[config.mk]
export PLATFORM = sky130hd
export DESIGN_NAME = backslash_escape_decoder_flat
export DESIGN_NICKNAME = d
export VERILOG_FILES = /design/src/hw/rtl/bed_pkg.sv /design/src/hw/rtl/bed_in_if.sv /design/src/hw/rtl/bed_out_if.sv /design/src/hw/rtl/backslash_escape_decoder.sv /design/src/hw/rtl/bed_decode.sv /design/src/hw/rtl/bed_out_buf.sv /design/src/flat_wrapper.sv
export SDC_FILE = /design/constraint.sdc
export NUM_CORES = 1
export LEC_CHECK = 0
export BUFFER_PORTS_ARGS = -buffer_cell sky130_fd_sc_hd__buf_2
export CORE_MARGIN = 2
export CORE_UTILIZATION = 30
export DETAILED_ROUTE_END_ITERATION = 7
export GPL_TIMING_DRIVEN = 0
export PLACE_DENSITY_LB_ADDON = 0.12
export SLEW_MARGIN = 0
export SYNTH_ARGS = -nofsm -noshare
export SYNTH_HDL_FRONTEND = slang
export SYNTH_SLANG_ARGS = --single-unit
[constraint.sdc]
create_clock -name i_clk -period 2.35 [get_ports i_clk]
set_input_delay 0.1175 -clock i_clk [delete_from_list [all_inputs] [get_ports i_clk]]
set_output_delay 0.1175 -clock i_clk [all_outputs]
set_load 0.01 [all_outputs]
[src/hw/rtl/bed_pkg.sv]
`timescale 1ns / 1ps
// Package for the backslash escape decoder: result types, character codes
// and the hex digit helper. No dependencies.
package bed_pkg;

    localparam int BYTE_W = 8;

    // Character codes that the decoder looks for or produces.
    localparam logic [BYTE_W-1:0] CH_BSLASH = 8'h5C;
    localparam logic [BYTE_W-1:0] CH_N      = 8'h6E;
    localparam logic [BYTE_W-1:0] CH_T      = 8'h74;
    localparam logic [BYTE_W-1:0] CH_R      = 8'h72;
    localparam logic [BYTE_W-1:0] CH_A      = 8'h61;
    localparam logic [BYTE_W-1:0] CH_B      = 8'h62;
    localparam logic [BYTE_W-1:0] CH_X_LO   = 8'h78;
    localparam logic [BYTE_W-1:0] CH_X_UP   = 8'h58;
    localparam logic [BYTE_W-1:0] CH_ZERO   = 8'h30;
    localparam logic [BYTE_W-1:0] CH_NINE   = 8'h39;
    localparam logic [BYTE_W-1:0] CH_LC_A   = 8'h61;
    localparam logic [BYTE_W-1:0] CH_LC_F   = 8'h66;
    localparam logic [BYTE_W-1:0] CH_UC_A   = 8'h41;
    localparam logic [BYTE_W-1:0] CH_UC_F   = 8'h46;
    localparam logic [BYTE_W-1:0] VAL_LF    = 8'd10;
    localparam logic [BYTE_W-1:0] VAL_TAB   = 8'd9;
    localparam logic [BYTE_W-1:0] VAL_CR    = 8'd13;
    localparam logic [BYTE_W-1:0] VAL_BEL   = 8'd7;
    localparam logic [BYTE_W-1:0] VAL_BS    = 8'd8;

    localparam logic [1:0] OCT_DIGITS_MAX = 2'd3;
    localparam logic [1:0] HEX_DIGITS_MAX = 2'd2;

    typedef struct packed {
        logic [BYTE_W-1:0] out_byte;
        logic              byte_valid;
        logic              end_of_string;
    } t_result;

    // Up to two results produced by one input word.
    typedef struct packed {
        logic [1:0] cnt;
        t_result    res0;
        t_result    res1;
    } t_pair;

    function automatic t_result mk_result(input logic [BYTE_W-1:0] b);
        t_result r;
        r.out_byte      = b;
        r.byte_valid    = 1'b1;
        r.end_of_string = 1'b0;
        return r;
    endfunction

    // Returns {digit_ok, value}.
    function automatic logic [4:0] hex_value(input logic [BYTE_W-1:0] b);
        logic [4:0] v;
        v = 5'd0;
        if (b >= CH_ZERO && b <= CH_NINE) begin
            v = {1'b1, 4'(b - CH_ZERO)};
        end else if (b >= CH_LC_A && b <= CH_LC_F) begin
            v = {1'b1, 4'(b - CH_LC_A + 8'd10)};
        end else if (b >= CH_UC_A && b <= CH_UC_F) begin
            v = {1'b1, 4'(b - CH_UC_A + 8'd10)};
        end
        return v;
    endfunction

endpackage

[src/hw/rtl/bed_in_if.sv]
`timescale 1ns / 1ps
// Input channel of the backslash escape decoder: one string character a word.
// Depends on bed_pkg.
interface bed_in_if;
    logic                      valid;
    logic                      ready;
    logic [bed_pkg::BYTE_W-1:0] in_byte;
    logic                      in_last;

    modport source (output valid, output in_byte, output in_last, input ready);
    modport sink   (input valid, input in_byte, input in_last, output ready);
endinterface

[src/hw/rtl/bed_out_if.sv]
`timescale 1ns / 1ps
// Output channel of the backslash escape decoder: one decoded character a word.
// Depends on bed_pkg.
interface bed_out_if;
    logic                      valid;
    logic                      ready;
    logic [bed_pkg::BYTE_W-1:0] out_byte;
    logic                      byte_valid;
    logic                      end_of_string;

    modport source (output valid, output out_byte, output byte_valid,
                    output end_of_string, input ready);
    modport sink   (input valid, input out_byte, input byte_valid,
                    input end_of_string, output ready);
endinterface

[src/hw/rtl/backslash_escape_decoder.sv]
`timescale 1ns / 1ps
// Backslash escape decoder. A string comes in one character a word, with a
// last flag on its final character; decoded characters leave one a word, the
// final result of each string flagged, and a string whose final character
// yields nothing ends with a bare end marker (byte_valid low). Each accepted
// character is decoded in the cycle it is taken and its results appear at the
// output in the cycle after. A character yields zero, one or two results; the
// two-slot output register drains one result a cycle while the output is
// ready, and input is taken every cycle while it is and each character yields
// at most one result; one that yields two holds input until one result leaves.
// Depends on bed_pkg, bed_in_if, bed_out_if, bed_decode and bed_out_buf.
module backslash_escape_decoder (
    input  logic      i_clk,
    input  logic      i_rst_n,
    bed_in_if.sink    i_in_ch,
    bed_out_if.source o_out_ch
);
    import bed_pkg::*;

    logic  w_ready;
    logic  w_accept;
    t_pair w_pair;

    assign i_in_ch.ready = w_ready;
    assign w_accept      = i_in_ch.valid && w_ready;

    bed_decode u_decode (
        .i_clk     (i_clk),
        .i_rst_n   (i_rst_n),
        .i_accept  (w_accept),
        .i_in_byte (i_in_ch.in_byte),
        .i_in_last (i_in_ch.in_last),
        .o_pair    (w_pair)
    );

    bed_out_buf u_out_buf (
        .i_clk    (i_clk),
        .i_rst_n  (i_rst_n),
        .i_load   (w_accept),
        .i_pair   (w_pair),
        .o_ready  (w_ready),
        .o_out_ch (o_out_ch)
    );

endmodule

[src/hw/rtl/bed_decode.sv]
`timescale 1ns / 1ps
// Escape decode state and the single-pass logic that turns one input word
// into zero, one or two results. Depends on bed_pkg.
module bed_decode (
    input  logic                       i_clk,
    input  logic                       i_rst_n,
    input  logic                       i_accept,
    input  logic [bed_pkg::BYTE_W-1:0] i_in_byte,
    input  logic                       i_in_last,
    output bed_pkg::t_pair             o_pair
);
    import bed_pkg::*;

    localparam logic [1:0] MODE_NORMAL = 2'd0;
    localparam logic [1:0] MODE_ESCAPE = 2'd1;
    localparam logic [1:0] MODE_OCTAL  = 2'd2;
    localparam logic [1:0] MODE_HEX    = 2'd3;

    logic [1:0]        r_mode, n_mode;
    logic [BYTE_W-1:0] r_acc, n_acc;
    logic [1:0]        r_dcnt, n_dcnt;

    logic              w_is_oct;
    logic [4:0]        w_hex;
    logic [1:0]        w_dcnt_inc;
    logic [BYTE_W-1:0] w_acc_oct;
    logic [BYTE_W-1:0] w_acc_hex;
    t_pair             w_pair;

    assign w_is_oct   = (i_in_byte[7:3] == 5'b00110);
    assign w_hex      = hex_value(i_in_byte);
    assign w_dcnt_inc = r_dcnt + 2'd1;
    assign w_acc_oct  = {r_acc[4:0], i_in_byte[2:0]};
    assign w_acc_hex  = {r_acc[3:0], w_hex[3:0]};

    always_comb begin
        n_mode = r_mode;
        n_acc  = r_acc;
        n_dcnt = r_dcnt;
        w_pair = '0;

        case (r_mode)
            MODE_ESCAPE: begin
                n_mode = MODE_NORMAL;
                if (i_in_byte == CH_BSLASH) begin
                    w_pair.res0 = mk_result(CH_BSLASH);
                    w_pair.res1 = mk_result(CH_BSLASH);
                    w_pair.cnt  = 2'd2;
                end else if (i_in_byte == CH_N) begin
                    w_pair.res0 = mk_result(VAL_LF);
                    w_pair.cnt  = 2'd1;
                end else if (i_in_byte == CH_T) begin
                    w_pair.res0 = mk_result(VAL_TAB);
                    w_pair.cnt  = 2'd1;
                end else if (i_in_byte == CH_R) begin
                    w_pair.res0 = mk_result(VAL_CR);
                    w_pair.cnt  = 2'd1;
                end else if (i_in_byte == CH_A) begin
                    w_pair.res0 = mk_result(VAL_BEL);
                    w_pair.cnt  = 2'd1;
                end else if (i_in_byte == CH_B) begin
                    w_pair.res0 = mk_result(VAL_BS);
                    w_pair.cnt  = 2'd1;
                end else if (w_is_oct) begin
                    n_mode = MODE_OCTAL;
                    n_acc  = {5'd0, i_in_byte[2:0]};
                    n_dcnt = 2'd1;
                end else if (i_in_byte == CH_X_LO || i_in_byte == CH_X_UP) begin
                    n_mode = MODE_HEX;
                    n_acc  = '0;
                    n_dcnt = 2'd0;
                end else begin
                    w_pair.res0 = mk_result(i_in_byte);
                    w_pair.cnt  = 2'd1;
                end
            end
            MODE_OCTAL, MODE_HEX: begin
                if ((r_mode == MODE_OCTAL) ? w_is_oct : w_hex[4]) begin
                    n_acc  = (r_mode == MODE_OCTAL) ? w_acc_oct : w_acc_hex;
                    n_dcnt = w_dcnt_inc;
                    if (w_dcnt_inc >= ((r_mode == MODE_OCTAL) ? OCT_DIGITS_MAX
                                                              : HEX_DIGITS_MAX)) begin
                        w_pair.res0 = mk_result(n_acc);
                        w_pair.cnt  = 2'd1;
                        n_mode      = MODE_NORMAL;
                        n_acc       = '0;
                        n_dcnt      = 2'd0;
                    end
                end else begin
                    // The pending value goes out first, then the byte is
                    // taken as plain text.
                    w_pair.res0 = mk_result(r_acc);
                    w_pair.cnt  = 2'd1;
                    n_acc       = '0;
                    n_dcnt      = 2'd0;
                    if (i_in_byte == CH_BSLASH) begin
                        n_mode = MODE_ESCAPE;
                    end else begin
                        n_mode      = MODE_NORMAL;
                        w_pair.res1 = mk_result(i_in_byte);
                        w_pair.cnt  = 2'd2;
                    end
                end
            end
            default: begin
                if (i_in_byte == CH_BSLASH) begin
                    n_mode = MODE_ESCAPE;
                end else begin
                    w_pair.res0 = mk_result(i_in_byte);
                    w_pair.cnt  = 2'd1;
                end
            end
        endcase

        if (i_in_last) begin
            // A number is still open only if this word emitted nothing.
            if (n_mode == MODE_OCTAL || n_mode == MODE_HEX) begin
                w_pair.res0 = mk_result(n_acc);
                w_pair.cnt  = 2'd1;
            end
            if (w_pair.cnt == 2'd0) begin
                w_pair.res0.out_byte      = '0;
                w_pair.res0.byte_valid    = 1'b0;
                w_pair.res0.end_of_string = 1'b1;
                w_pair.cnt                = 2'd1;
            end else if (w_pair.cnt == 2'd1) begin
                w_pair.res0.end_of_string = 1'b1;
            end else begin
                w_pair.res1.end_of_string = 1'b1;
            end
            n_mode = MODE_NORMAL;
            n_acc  = '0;
            n_dcnt = 2'd0;
        end
    end

    assign o_pair = w_pair;

    always_ff @(posedge i_clk) begin
        if (!i_rst_n) begin
            r_mode <= MODE_NORMAL;
            r_acc  <= '0;
            r_dcnt <= 2'd0;
        end else if (i_accept) begin
            r_mode <= n_mode;
            r_acc  <= n_acc;
            r_dcnt <= n_dcnt;
        end
    end

endmodule

[src/hw/rtl/bed_out_buf.sv]
`timescale 1ns / 1ps
// Two-slot result register that hands the results of one input word out
// one word at a time. Depends on bed_pkg and bed_out_if.
module bed_out_buf (
    input  logic           i_clk,
    input  logic           i_rst_n,
    input  logic           i_load,
    input  bed_pkg::t_pair i_pair,
    output logic           o_ready,
    bed_out_if.source      o_out_ch
);
    import bed_pkg::*;

    logic [1:0] r_cnt, n_cnt;
    t_result    r_slot0, n_slot0;
    t_result    r_slot1, n_slot1;
    logic       w_take;

    assign w_take = (r_cnt != 2'd0) && o_out_ch.ready;
    // A new pair may land when the slots are empty or the last one leaves now.
    assign o_ready = (r_cnt == 2'd0) || ((r_cnt == 2'd1) && o_out_ch.ready);

    always_comb begin
        n_cnt   = r_cnt;
        n_slot0 = r_slot0;
        n_slot1 = r_slot1;
        if (i_load) begin
            n_cnt   = i_pair.cnt;
            n_slot0 = i_pair.res0;
            n_slot1 = i_pair.res1;
        end else if (w_take) begin
            n_cnt   = r_cnt - 2'd1;
            n_slot0 = r_slot1;
        end
    end

    always_ff @(posedge i_clk) begin
        if (!i_rst_n) begin
            r_cnt <= 2'd0;
        end else begin
            r_cnt <= n_cnt;
        end
    end

    always_ff @(posedge i_clk) begin
        r_slot0 <= n_slot0;
        r_slot1 <= n_slot1;
    end

    assign o_out_ch.valid         = (r_cnt != 2'd0);
    assign o_out_ch.out_byte      = r_slot0.out_byte;
    assign o_out_ch.byte_valid    = r_slot0.byte_valid;
    assign o_out_ch.end_of_string = r_slot0.end_of_string;

endmodule

[src/flat_wrapper.sv]
// flat-port wrapper written by rule: the top's interface ports become plain ports
module backslash_escape_decoder_flat import bed_pkg::*;
  (i_clk, i_rst_n, i_in_ch_valid, i_in_ch_in_byte, i_in_ch_in_last, i_in_ch_ready, o_out_ch_valid, o_out_ch_out_byte, o_out_ch_byte_valid, o_out_ch_end_of_string, o_out_ch_ready);
  bed_in_if i_in_ch_i ();
  bed_out_if o_out_ch_i ();
  input  logic i_clk;
  input  logic i_rst_n;
  input wire logic [$bits(i_in_ch_i.valid)-1:0] i_in_ch_valid;
  input wire logic [$bits(i_in_ch_i.in_byte)-1:0] i_in_ch_in_byte;
  input wire logic [$bits(i_in_ch_i.in_last)-1:0] i_in_ch_in_last;
  output wire logic [$bits(i_in_ch_i.ready)-1:0] i_in_ch_ready;
  output wire logic [$bits(o_out_ch_i.valid)-1:0] o_out_ch_valid;
  output wire logic [$bits(o_out_ch_i.out_byte)-1:0] o_out_ch_out_byte;
  output wire logic [$bits(o_out_ch_i.byte_valid)-1:0] o_out_ch_byte_valid;
  output wire logic [$bits(o_out_ch_i.end_of_string)-1:0] o_out_ch_end_of_string;
  input wire logic [$bits(o_out_ch_i.ready)-1:0] o_out_ch_ready;
  assign i_in_ch_i.valid = i_in_ch_valid;
  assign i_in_ch_i.in_byte = i_in_ch_in_byte;
  assign i_in_ch_i.in_last = i_in_ch_in_last;
  assign i_in_ch_ready = i_in_ch_i.ready;
  assign o_out_ch_valid = o_out_ch_i.valid;
  assign o_out_ch_out_byte = o_out_ch_i.out_byte;
  assign o_out_ch_byte_valid = o_out_ch_i.byte_valid;
  assign o_out_ch_end_of_string = o_out_ch_i.end_of_string;
  assign o_out_ch_i.ready = o_out_ch_ready;
  backslash_escape_decoder u_core (.i_clk(i_clk), .i_rst_n(i_rst_n), .i_in_ch(i_in_ch_i), .o_out_ch(o_out_ch_i));
endmodule
==> summary.md, run 1 <==
| Metric | Value |
|---|---|
| Outcome | finished clean |
| Post-Syn Area | 2590 um2 |
| Peak VDD IR | 0.000286 V |
| Initial antenna violation count | 0 |
| Crit-path max cell delay | 0.61 ns |
| Fin. max-slew vios | 0 |
| P_int | 1320 uW |
| Max Cap Viol | 0 |
| Post-synthesis cell type count | 70 |
| Combinational Power Share | 35.3% |
| Dpl cell area | 2890 um2 |
| Finished Layout Cells | 447 |
| Async set-reset flop share out of synthesis | 0% |
| Design Area, Final | 3140 um2 |
| Placed insts | 431 |
| CP max stage cell | o41ai_1 |
| Most frequent cells in the layout | 34 x nand2_1, 26 x nor2_1, 25 x buf_2 |
| Final RePlAce weighted congestion | 0.897 |
| Cell Pwr Density | 652 nW/um2 |
| Drt wl/cell | 19.8 um |
| Root buffer cell | clkbuf_8 |
| Initial DRC count | 234 |
| Detailed-placement wirelength estimate | 6520 um |
| Core Util, Final | 37.8% |
| Htree depth | 2 |
| Sw frac | 35.7% |
| Vias in the first global route | 2,428 |
| Share of cells above drive strength 1 | 24.0% |
| Most common cell after layout, fill and taps aside | nand2_1 |
| Clock share of power | 22.9% |
| Area Overhead vs Synth | 20.8% |
| CTS sink cnt | 34 |
| Critical path, cell by cell | buf_4 -> inv_1 -> nor2_1 -> nand2_1 -> o41ai_1 -> a311oi_1 -> o21ai_0 |
| CP Max Fanout | 8 |
| Main flop type after synthesis | edfxtp_1 |
| Setup TNS | 0 ns |
| Sw Pwr | 729 uW |
| Die height | 97.0 um |
| Core Region | 8300 um2 |
| Share of the cycle needed by the critical path after routing | 98.1% |
| Residual DRC | 0 |
| Vias per cell | 5.76 |
| First-pass GRT wire length | 14,000 um |
| Routed WL | 8860 um |
| RSZ-0062 raised after global routing | yes |
| Hold Crit Class | in -> reg |
| Max Root-Sink Buffers | 2 |
| Setup Skew | 0.00814 ns |
| CTS tree | yes |
| CTS clk-pin slew, worst paths | 0.08 ns |
| LEAKAGE | 0.00117 uW |
| Critical path arrival | 2.42 ns |
| Worst setup SP type | flip-flop |
| Tightest Pin Transition | 0.713 ns |
| All-Layer GR Usage | 18.8% |
| Tot Pwr | 2040 uW |
| Clock buffers created by TritonCTS | 5 |
| Cell Rows | 33 |
| Hold_buf cts | 0 |
| PortBufs | 23 |
| Vias | 2,573 |
| Part of the Yosys area used for sequential elements | 33.9% |
| Setup crit end kind | flip-flop |
| Remaining Overflow, GRT | 0 |
| Final ANT Viol Nets | 0 |
| Syn. warnings | 0 |
| Sequential Power Share | 41.8% |
| Setup-failing EPs final | 0 |
| WS Path Type | reg -> reg |
| Mapped Cells | 303 |
| Die Footprint | 9410 um2 |
| Max-Slew Margin vs Limit | 51.8% |
| Width of the die | 97.0 um |
| Syn nets | 325 |
| Fin. Hold Viols | 0 |
| Minimum clock period | 2.31 ns |
| Largest net degree at the start of global routing | 20 |
| Critical path data required time | 2.47 ns |
| Post-synth EDFFs | 20 |
| DR pass1 iterations | 5 |
| Achievable Freq | 434 MHz |
| Mean area per synthesized cell | 8.56 um2 |
| Initial Utilization | 31.3% |
| Latest clock arrival within the worst-skew pair | 0.29 ns |
| Diode count | 0 |
| Nets@finish | 363 |
| #FFs+latches synth | 34 |
| Number of I/O pins | 25 |
[synth_stat cells, types with 3 or more instances]
| library cell | n | area, um2 |
|---|---|---|
| and3_1 | 5 | 31.3 |
| or3_1 | 4 | 25.0 |
| a31oi_1 | 5 | 31.3 |
| o311ai_0 | 3 | 26.3 |
| a21o_1 | 8 | 60.1 |
| inv_1 | 11 | 41.3 |
| a211o_1 | 3 | 26.3 |
| o21ai_0 | 14 | 70.1 |
| nand2b_1 | 5 | 31.3 |
| a21oi_1 | 13 | 65.1 |
| mux2i_1 | 4 | 40.0 |
| and2_1 | 8 | 50.1 |
| dfxtp_1 | 14 | 280 |
| a2bb2oi_1 | 3 | 26.3 |
| nand2_1 | 34 | 128 |
| nor3_1 | 4 | 20.0 |
| nand4_1 | 3 | 18.8 |
| o31ai_1 | 4 | 30.0 |
| a211oi_1 | 7 | 52.6 |
| nand3_1 | 15 | 75.1 |
| clkbuf_1 | 11 | 41.3 |
| nor2_1 | 26 | 97.6 |
| o31a_1 | 4 | 35.0 |
| ha_1 | 9 | 113 |
| edfxtp_1 | 20 | 601 |
| a22oi_1 | 5 | 37.5 |
| buf_4 | 5 | 37.5 |
[path summary, 6_finish.rpt]
path / slack [ns] / cells past startpoint / end / startpoint
max: 0.04 / 7 / u_core.u_out_buf.o_out_ch.out_byte[4]$_DFFE_PP_ / u_core.u_decode.r_mode[0]$_SDFFE_PN0P_
min: 0.13 / 2 / u_core.u_out_buf.r_cnt[1]$_SDFFE_PN0P_ / i_rst_n
max reg2reg: 0.04 / 7 / u_core.u_out_buf.o_out_ch.out_byte[4]$_DFFE_PP_ / u_core.u_decode.r_mode[0]$_SDFFE_PN0P_
min reg2reg: 0.50 / 2 / u_core.u_decode.r_acc[6]$_SDFFE_PN0P_ / u_core.u_decode.r_acc[6]$_SDFFE_PN0P_
[final cells by class]
class	instances	area, um2
tap	105	131
buffer	16	81.3
fill	878	5160
sequential	34	883
inverter	14	63.8
clock inverter	2	12.5
multi-input combinational	237	1690
clock buffer	6	82.6
timing repair buffer	33	190
[power groups by stage]
stage / clock [uW] / combinational [uW] / sequential (uW)
4_1_cts: 484 / 687 / 854
5_1_grt: 508 / 798 / 865
3_3_place_gp: 0 / 681 / 866
2_1_floorplan: 0 / 392 / 902
6_report: 469 / 721 / 854
3_5_place_dp: 0 / 680 / 869
[stage by stage]
| stage | hold WS (ns) | worst slack, ns |
|---|---|---|
| global placement | 0.427 | -0.427 |
| floorplan | 0.244 | 0.0133 |
| finish | 0.133 | 0.0437 |
| detailed placement | 0.432 | -0.402 |
| CTS | 0.124 | 0.00419 |
| global route | 0.137 | -0.0373 |
[sequential cells by signal, summed over array words and instances (netlist names)]
name,flops
u_core.u_out_buf.o_out_ch.out_byte,8
u_core.u_out_buf.r_cnt,2
u_core.u_out_buf.o_out_ch.end_of_string,1
u_core.u_out_buf.o_out_ch.byte_valid,1
u_core.u_decode.r_dcnt,2
u_core.u_decode.r_mode,2
u_core.u_out_buf.r_slot1,10
u_core.u_decode.r_acc,8
[metal layers]
metal | global-route usage, % | part of all wire, % | wire length (um)
met5 | 0 | 0 | 0
met4 | 6.61 | 2.3 | 206
met3 | 2.38 | 5.4 | 475
met2 | 29.2 | 46 | 4050
met1 | 26.8 | 47 | 4130
[logic make-up after synthesis]
family	synth area share, %
compound gates	28.6
mux	1.98
simple gates	25.7
buf+inv	5.45
flops	33.9
fa+ha+maj	4.34
[worst max-delay path: cells and delay by family, from the launching register on]
kind / cells / cell delay (ns)
AO/OA/AOI/OAI: 3 / 0.98
AND/OR/NAND/NOR: 2 / 0.47
flip-flops: 1 / 0.36
buffers and inverters: 2 / 0.33
[timing repair]
item                       CTS  global route
cloned                       0             0
pin swaps                    3             5
gates resized for setup      8            22
setup endpoints to repair   13            11
buffers inserted             6             4
(Power assumes the default switching activity.)
==> run 2, diff against run 1 <==
--- a/config.mk
+++ b/config.mk
@@ -5,6 +5,7 @@
 export SDC_FILE = /design/constraint.sdc
 export NUM_CORES = 1
 export LEC_CHECK = 0
+export ABC_AREA = 1
 export BUFFER_PORTS_ARGS = -buffer_cell sky130_fd_sc_hd__buf_2
 export CORE_MARGIN = 2
 export CORE_UTILIZATION = 30
==> summary.md, run 2 <==
| Metric | Value |
|---|---|
| Drt wl/cell | 15.0 um (-24%) |
| First-pass GRT wire length | 13,100 um (-6.6%) |
| Synth top cells by count | 125 x nand2_1, 37 x inv_1, 36 x nor2_1, 24 x nand3_1, 22 x a21oi_1 |
| Family with the most delay on the worst path | simple AND/OR/NAND/NOR gates |
| Combinational Power Share | 26.8% (-8.5 points) |
| Root buffer cell | clkbuf_8 |
| Die Footprint | 9900 um2 (+5.2%) |
| Die height | 99.5 um (+2.6%) |
| Max FFs per register | 10 (unchanged) |
| Mean area per synthesized cell | 7.02 um2 (-18%) |
| CTS clk-pin slew, worst paths | 0.07 ns (about the same) |
| Share of cells above drive strength 1 | 19.4% (-4.6 points) |
| Sequential Power Share | 43.7% (+1.9 points) |
| Critical path data required time | 2.40 ns (-0.07 ns) |
| Sw frac | 31.6% (-4.1 points) |
| Setup crit end kind | flip-flop |
| Main area contributors after synthesis | edfxtp_1 22%, nand2_1 17%, dfxtp_1 10%, inv_1 5.1%, nor2_1 4.9% |
| Vias | 2,634 (+2.4%) |
| Fin. max-slew vios | 0 (unchanged) |
| Critical path arrival | 2.28 ns (-0.14 ns) |
| DR pass1 iterations | 4 (-1) |
| Largest area contributor in the netlist | edfxtp_1 |
| Most frequent cells in the layout | 122 x nand2_1, 36 x inv_1, 36 x nor2_1 |
| Vias per cell | 4.96 (-14%) |
| Crit path depth | 14 (+7) |
| Most common cell in the netlist | nand2_1 |
| Yosys top cell area share | 21.9% (-1.2 points) |
| Syn nets | 412 (+27%) |
| Initial antenna violation count | 0 (unchanged) |
| Area Overhead vs Synth | 14.4% |
| Vias in the first global route | 2,543 (+4.7%) |
| Core Region | 8760 um2 (+5.6%) |
| Peak VDD IR | 0.000257 V (-10%) |
| Post-synthesis cell type count | 44 (-37%) |
| Residual DRC | 0 (unchanged) |
| Share of the cycle needed by the critical path after routing | 94.8% (-3.3 points) |
| WS Path Type | reg -> reg |
| CTS sink cnt | 34 (unchanged) |
| Fin. Hold Viols | 0 (unchanged) |
| R2R depth | 14 (+7) |
| Most common cell after layout, fill and taps aside | nand2_1 |
| Main flop type after synthesis | edfxtp_1 |
| Initial DRC count | 127 (-46%) |
| Final RePlAce weighted congestion | 0.891 (-0.68%) |
| Post-synth EDFFs | 20 (unchanged) |
| Hold Crit Class | in -> reg |
| Final ANT Viol Nets | 0 (unchanged) |
| Detailed-placement wirelength estimate | 6240 um (-4.3%) |
| Crit path top cell by count | nand2_1 |
| Diode count | 0 (unchanged) |
| Critical path, cell by cell | clkbuf_4 -> nand2_4 -> inv_2 -> ha_1 -> inv_1 -> nand2_1 -> nand2_2 -> nand3_2 -> nand2_2 -> inv_2 -> nor3_4 -> nand2_1 -> nand3_1 -> nand2_1 |
| Initial Utilization | 31.2% (-0.043 points) |
| Max-Slew Margin vs Limit | 63.6% (+12 points) |
| All-Layer GR Usage | 16.9% (-1.9 points) |
| Largest net degree at the start of global routing | 20 (unchanged) |
| Nets@finish | 444 (+22%) |
| PortBufs | 22 (-4.3%) |
| Cell Pwr Density | 575 nW/um2 (-12%) |
| #FFs+latches synth | 34 (unchanged) |
| Htree depth | 2 (unchanged) |
| Async set-reset flop share out of synthesis | 0% (unchanged) |
| Number of I/O pins | 25 (unchanged) |
| CP Max Fanout | 7 (-1) |
| Tightest Pin Transition | 0.546 ns (-0.167 ns) |
| Max Cap Viol | 0 (unchanged) |
| Post-Syn Area | 2740 um2 (+5.4%) |
| Max Root-Sink Buffers | 2 (unchanged) |
| Setup-failing EPs final | 0 (unchanged) |
| Clock buffers created by TritonCTS | 5 (unchanged) |
| Width of the die | 99.5 um (+2.6%) |
| Worst path bufs/invs | 4 (+2) |
| Worst setup SP type | flip-flop |
| CTS tree | yes |
| Remaining Overflow, GRT | 0 (unchanged) |
| Achievable Freq | 449 MHz (+3.5%) |
| Outcome | finished clean |
| Core Util, Final | 35.7% (-2.1 points) |
| Latest clock arrival within the worst-skew pair | 0.29 ns (about the same) |
| Clock share of power | 29.5% (+6.6 points) |
| Crit-path max cell delay | 0.29 ns (-0.32 ns) |
| WHS Path Cells | 3 (+1) |
| Minimum clock period | 2.23 ns (-0.0780 ns) |
| Syn. warnings | 0 (unchanged) |
| Mapped Cells | 390 (+29%) |
| LEAKAGE | 0.00138 uW (+18%) |
| Sw Pwr | 569 uW (-22%) |
| P_int | 1230 uW (-6.4%) |
| Setup Skew | 0.00584 ns (-0.00230 ns) |
| Cell Rows | 34 (+3.0%) |
| Setup TNS | 0 ns (unchanged) |
| CP max stage cell | dfxtp_1 |
| Part of the Yosys area used for sequential elements | 32.2% (-1.8 points) |
| Routed WL | 7990 um (-9.8%) |
| Most flops, register | u_core.u_out_buf.r_slot1 |
[run 2: changes by cell type after synthesis, sizes merged, moves of 9 or more]
cell / change
a21oi: +11
and2: -9
inv: +30
nand2: +105
nand3: +13
nor2: +18
o21ai: +10
[run 2: tightest hold or removal path, delay by kind of cell]
family	cells	cell delay [ns]
buffers and inverters	1	0.11
AO/OA/AOI/OAI	2	0.11
[run 2: power by group through the flow]
stage / sequential, uW / clock (uW) / combinational (uW)
3_5_place_dp: 800 / 0 / 481
5_1_grt: 796 / 563 / 546
6_report: 786 / 532 / 482
3_3_place_gp: 800 / 0 / 483
2_1_floorplan: 833 / 0 / 281
4_1_cts: 787 / 546 / 484
[run 2: cells by family after synthesis]
family / after synthesis / share of synthesized area [%]
and+or+nand+nor: 225 / 40.6
AOI/OAI and AO/OA: 66 / 14.2
buffers and inverters: 55 / 8.55
DFF: 34 / 32.2
adders and majority gates: 9 / 4.12
xor gates and xnor gates: 1 / 0.320
[run 2: final cells by class]
type	count	area [um2]
plain buffers	10	63.8
clock buffers	6	72.6
clock inverters	2	33.8
fillers	951	5630
inverters	45	173
multi-input cells	301	1640
flip-flops and latches	34	881
well taps	108	135
repair buffers	25	133
[run 2: per-stage QoR]
stage	power [uW]	hold slack [ns]	setup slack (ns)	std cells	instance area (um2)
floorplan	1110	0.256	0.342	390	2740
global placement	1280	0.393	-0.151	520	2980
detailed placement	1280	0.397	-0.148	520	2980
CTS	1820	0.0817	0.0391	530	3110
global route	1900	0.122	-0.0209	531	3130
finish	1800	0.0882	0.122	531	3130
[run 2: final timing paths]
| kind | start | end | slack, ns |
|---|---|---|---|
| max reg2reg | u_core.u_decode.r_mode[1]$_SDFFE_PN0P_ | u_core.u_out_buf.o_out_ch.out_byte[4]$_DFFE_PP_ | 0.12 |
| max | u_core.u_decode.r_mode[1]$_SDFFE_PN0P_ | u_core.u_out_buf.o_out_ch.out_byte[4]$_DFFE_PP_ | 0.12 |
| min reg2reg | u_core.u_decode.r_acc[7]$_SDFFE_PN0P_ | u_core.u_decode.r_acc[7]$_SDFFE_PN0P_ | 0.49 |
| min | i_rst_n | u_core.u_out_buf.r_cnt[0]$_SDFFE_PN0P_ | 0.09 |
[run 2: routing by layer]
| layer | routed length (um) | track usage, % |
|---|---|---|
| met2 | 3640 | 28.5 |
| met5 | 0 | 0 |
| met3 | 304 | 2.81 |
| met1 | 3910 | 22.3 |
| met4 | 133 | 4.64 |
[run 2: what timing repair did]
item                       in CTS  in global routing
pin swaps                       1                  4
setup buffers                   2                  1
setup endpoints to repair       8                  6
hold buffers                    0                  0
resized for setup               3                  4
==> run 3, diff against run 2 <==
--- a/config.mk
+++ b/config.mk
@@ -15,4 +15,5 @@
 export SLEW_MARGIN = 0
 export SYNTH_ARGS = -nofsm -noshare
 export SYNTH_HDL_FRONTEND = slang
+export SYNTH_HIERARCHICAL = 1
 export SYNTH_SLANG_ARGS = --single-unit
==> summary.md, run 3 <==
| Metric | Value |
|---|---|
| Setup-failing EPs final | 0 (unchanged) |
| Latest clock arrival within the worst-skew pair | 0.30 ns (about the same) |
| Max Root-Sink Buffers | 2 (unchanged) |
| Synth Area in Adders | 4.19% (+0.075 points) |
| CP max stage cell | dfxtp_1 |
| Fillers | 967 (+1.7%) |
| Family with the most delay on the worst path | simple AND/OR/NAND/NOR gates |
| Crit-path max cell delay | 0.31 ns (+0.02 ns) |
| CTS tree | yes |
| #FFs+latches synth | 34 (unchanged) |
| Mapped Cells | 422 (+8.2%) |
| Main area contributors after synthesis | edfxtp_1 22%, nand2_1 22%, dfxtp_1 10%, a21oi_1 6.9%, nor2_1 6.6% |
| Largest area contributor in the netlist | edfxtp_1 |
| Nets@finish | 475 (+7.0%) |
| CP Max Fanout | 10 (+3) |
| Share of cells above drive strength 1 | 16.1% (-3.3 points) |
| Setup Skew | 0.00750 ns (+0.00166 ns) |
| Part of the Yosys area used for sequential elements | 32.8% (+0.58 points) |
| Most frequent cells in the layout | 156 x nand2_1, 45 x nor2_1, 43 x inv_1 |
| Remaining Overflow, GRT | 0 (unchanged) |
| Placed insts | 552 (+6.2%) |
| Die Footprint | 9730 um2 (-1.7%) |
| Final RePlAce weighted congestion | 0.906 (+1.6%) |
| Post-synth EDFFs | 20 (unchanged) |
| Detailed-placement wirelength estimate | 6090 um (-2.4%) |
| XOR/XNOR share of the synthesized area | 0.326% (+0.0058 points) |
| Max Cap Viol | 0 (unchanged) |
| CTS sink cnt | 34 (unchanged) |
| Area Overhead vs Synth | 13.9% |
| Clock buffers created by TritonCTS | 5 (unchanged) |
| Most flops, register | u_core/u_out_buf/r_slot1 |
| Critical path data required time | 2.52 ns (+0.12 ns) |
| Routed WL | 7750 um (-3.0%) |
| First-pass GRT wire length | 12,800 um (-1.6%) |
| Mux share of post-synthesis cell area | 0% (unchanged) |
| Core Region | 8720 um2 (-0.49%) |
| Critical path, cell by cell | clkbuf_4 -> nand2_1 -> inv_2 -> ha_1 -> inv_1 -> nand2_1 -> nand2_2 -> nand4_4 -> nand2_2 -> nand2_4 -> buf_6 -> a21oi_1 -> nand2_1 -> nand2_1 |
| Most common cell after layout, fill and taps aside | nand2_1 |
| Synth Area in Compound Gates | 12.8% (-1.4 points) |
| Tightest Pin Transition | 0.606 ns (+0.0595 ns) |
| Number of I/O pins | 25 (unchanged) |
| Residual DRC | 0 (unchanged) |
| RSZ-0062 raised after global routing | no |
| Vias per cell | 4.81 (-3.0%) |
| Peak VDD IR | 0.000217 V (-15%) |
| Achievable Freq | 447 MHz (-0.47%) |
| Async set-reset flop share out of synthesis | 0% (unchanged) |
| Fin. Hold Viols | 0 (unchanged) |
| Diode count | 0 (unchanged) |
| Worst path bufs/invs | 4 (unchanged) |
| Fin. max-slew vios | 0 (unchanged) |
| Hold Crit Class | in -> reg |
| Syn nets | 444 (+7.8%) |
| Max-Slew Margin vs Limit | 59.6% (-4.0 points) |
| Synth top cells by count | 157 x nand2_1, 47 x nor2_1, 45 x inv_1, 37 x a21oi_1, 22 x nand3_1 |
| Main flop type after synthesis | edfxtp_1 |
| Initial antenna violation count | 0 (unchanged) |
| R2R setup slack | 0.11 ns (about the same) |
| Finished Layout Cells | 562 (+5.8%) |
| Initial DRC count | 175 (+38%) |
| PortBufs | 22 (unchanged) |
| Die height | 98.7 um (-0.86%) |
| LEAKAGE | 0.00144 uW (+4.4%) |
| Mean area per synthesized cell | 6.37 um2 (-9.2%) |
| Setup crit end kind | flip-flop |
| Worst setup SP type | flip-flop |
| Yosys top cell area share | 22.3% (+0.40 points) |
| Largest net degree at the start of global routing | 18 (-10%) |
| Crit path top cell by count | nand2_1 |
| Dpl cell area | 2930 um2 (-1.6%) |
| WS Path Type | reg -> reg |
| Design Area, Final | 3060 um2 (-2.2%) |
| Drt wl/cell | 13.8 um (-8.4%) |
| Post-Syn Area | 2690 um2 (-1.8%) |
| Most common cell in the netlist | nand2_1 |
| Max FFs per register | 10 (unchanged) |
| Width of the die | 98.7 um (-0.86%) |
| Initial Utilization | 30.8% (-0.41 points) |
| Vias | 2,704 (+2.7%) |
| Htree depth | 2 (unchanged) |
| Post-synthesis cell type count | 31 (-30%) |
| Cell Pwr Density | 579 nW/um2 (+0.61%) |
| Main combinational cell family by area after synthesis | simple AND/OR/NAND/NOR gates |
| Final ANT Viol Nets | 0 (unchanged) |
| Syn. warnings | 6 (+6) |
| Setup TNS | 0 ns (unchanged) |
| Share of the cycle needed by the critical path after routing | 95.3% (+0.45 points) |
| All-Layer GR Usage | 16.8% (-0.10 points) |
| Root buffer cell | clkbuf_8 |
| Cell Rows | 34 (unchanged) |
| Outcome | finished clean |
| DR pass1 iterations | 5 (+1) |
| CTS clk-pin slew, worst paths | 0.08 ns (about the same) |
| Minimum clock period | 2.24 ns (+0.0105 ns) |
| Tot Pwr | 1770 uW (-1.6%) |
| Simple-Gate Fraction of Synth Area | 40.3% (-0.29 points) |
| Vias in the first global route | 2,496 (-1.8%) |
| Critical path arrival | 2.41 ns (+0.13 ns) |
[run 3: cell types whose count changed in the layout (fill, tap and decap cells not counted), sizes merged, moves of 3 or more]
cell	previous run	this run
a21oi	24	37
inv	42	51
nand2	139	167
nand3	28	23
nor2	44	53
nor3	4	1
o211ai	6	3
o21ai	26	18
[run 3: routing by layer]
layer | wire length, um | GRT usage (%)
met1 | 3800 | 23.7
met3 | 312 | 3.26
met5 | 0 | 0
met4 | 98 | 5.06
met2 | 3540 | 26.0
[run 3: cells by family (layout without fill, tap and decap cells)]
kind of cell    count (synthesis)  after routing
compound gates                 64             64
xor+xnor                        1              1
fa+ha+maj                       9              9
buf+inv                        62             94
flops                          34             34
simple gates                  252            252
[run 3: cell type report]
class / instances / area [um2] / share of cell area, %
multi-input cells: 326 / 1570 / 51.3
flip-flops and latches: 34 / 881 / 28.8
inverters: 52 / 199 / 6.50
well taps: 108 / 135 / 4.41
repair buffers: 24 / 125 / 4.09
clock buffers: 5 / 68.8 / 2.25
plain buffers: 10 / 65.1 / 2.13
clock inverters: 3 / 16.3 / 0.531
[run 3: worst min-delay path, delay by kind of cell]
family | cells | cell delay (ns)
buffers and inverters | 1 | 0.11
and+or+nand+nor | 2 | 0.09
[run 3: final timing paths]
kind | start | depth (start not counted) | endpoint
setup / recovery | u_core/u_decode/r_mode[1]$_SDFFE_PN0P_ | 14 | u_core/u_out_buf/o_out_ch.out_byte[1]$_DFFE_PP_
hold / removal | i_rst_n | 3 | u_core/u_out_buf/r_cnt[0]$_SDFFE_PN0P_
setup reg to reg | u_core/u_decode/r_mode[1]$_SDFFE_PN0P_ | 14 | u_core/u_out_buf/o_out_ch.out_byte[1]$_DFFE_PP_
hold reg to reg | u_core/u_decode/r_dcnt[1]$_SDFFE_PN0P_ | 2 | u_core/u_decode/r_dcnt[1]$_SDFFE_PN0P_
[run 3: repair_timing]
item,in CTS,in global routing
setup buffers,0,2
hold buffers,0,0
pin swaps,0,0
hold endpoints to repair,0,0
resized for setup,4,7
endpoints found under the setup margin,11,16
[run 3: power breakdown]
part | switching [uW] | total [uW] | internal (uW)
Clock | 239 | 442 | 203
Combinational | 352 | 520 | 168
Sequential | 24.9 | 809 | 784
[run 3: per-stage QoR]
step / worst slack [ns] / utilization [%] / hold slack [ns]
floorplan: 0.283 / - / 0.238
global placement: -0.192 / 33.6 / 0.371
detailed placement: -0.206 / 33.6 / 0.377
CTS: 0.0417 / 34.7 / 0.0636
global route: 0.00266 / 35.1 / 0.0799
finish: 0.111 / 35.1 / 0.0671
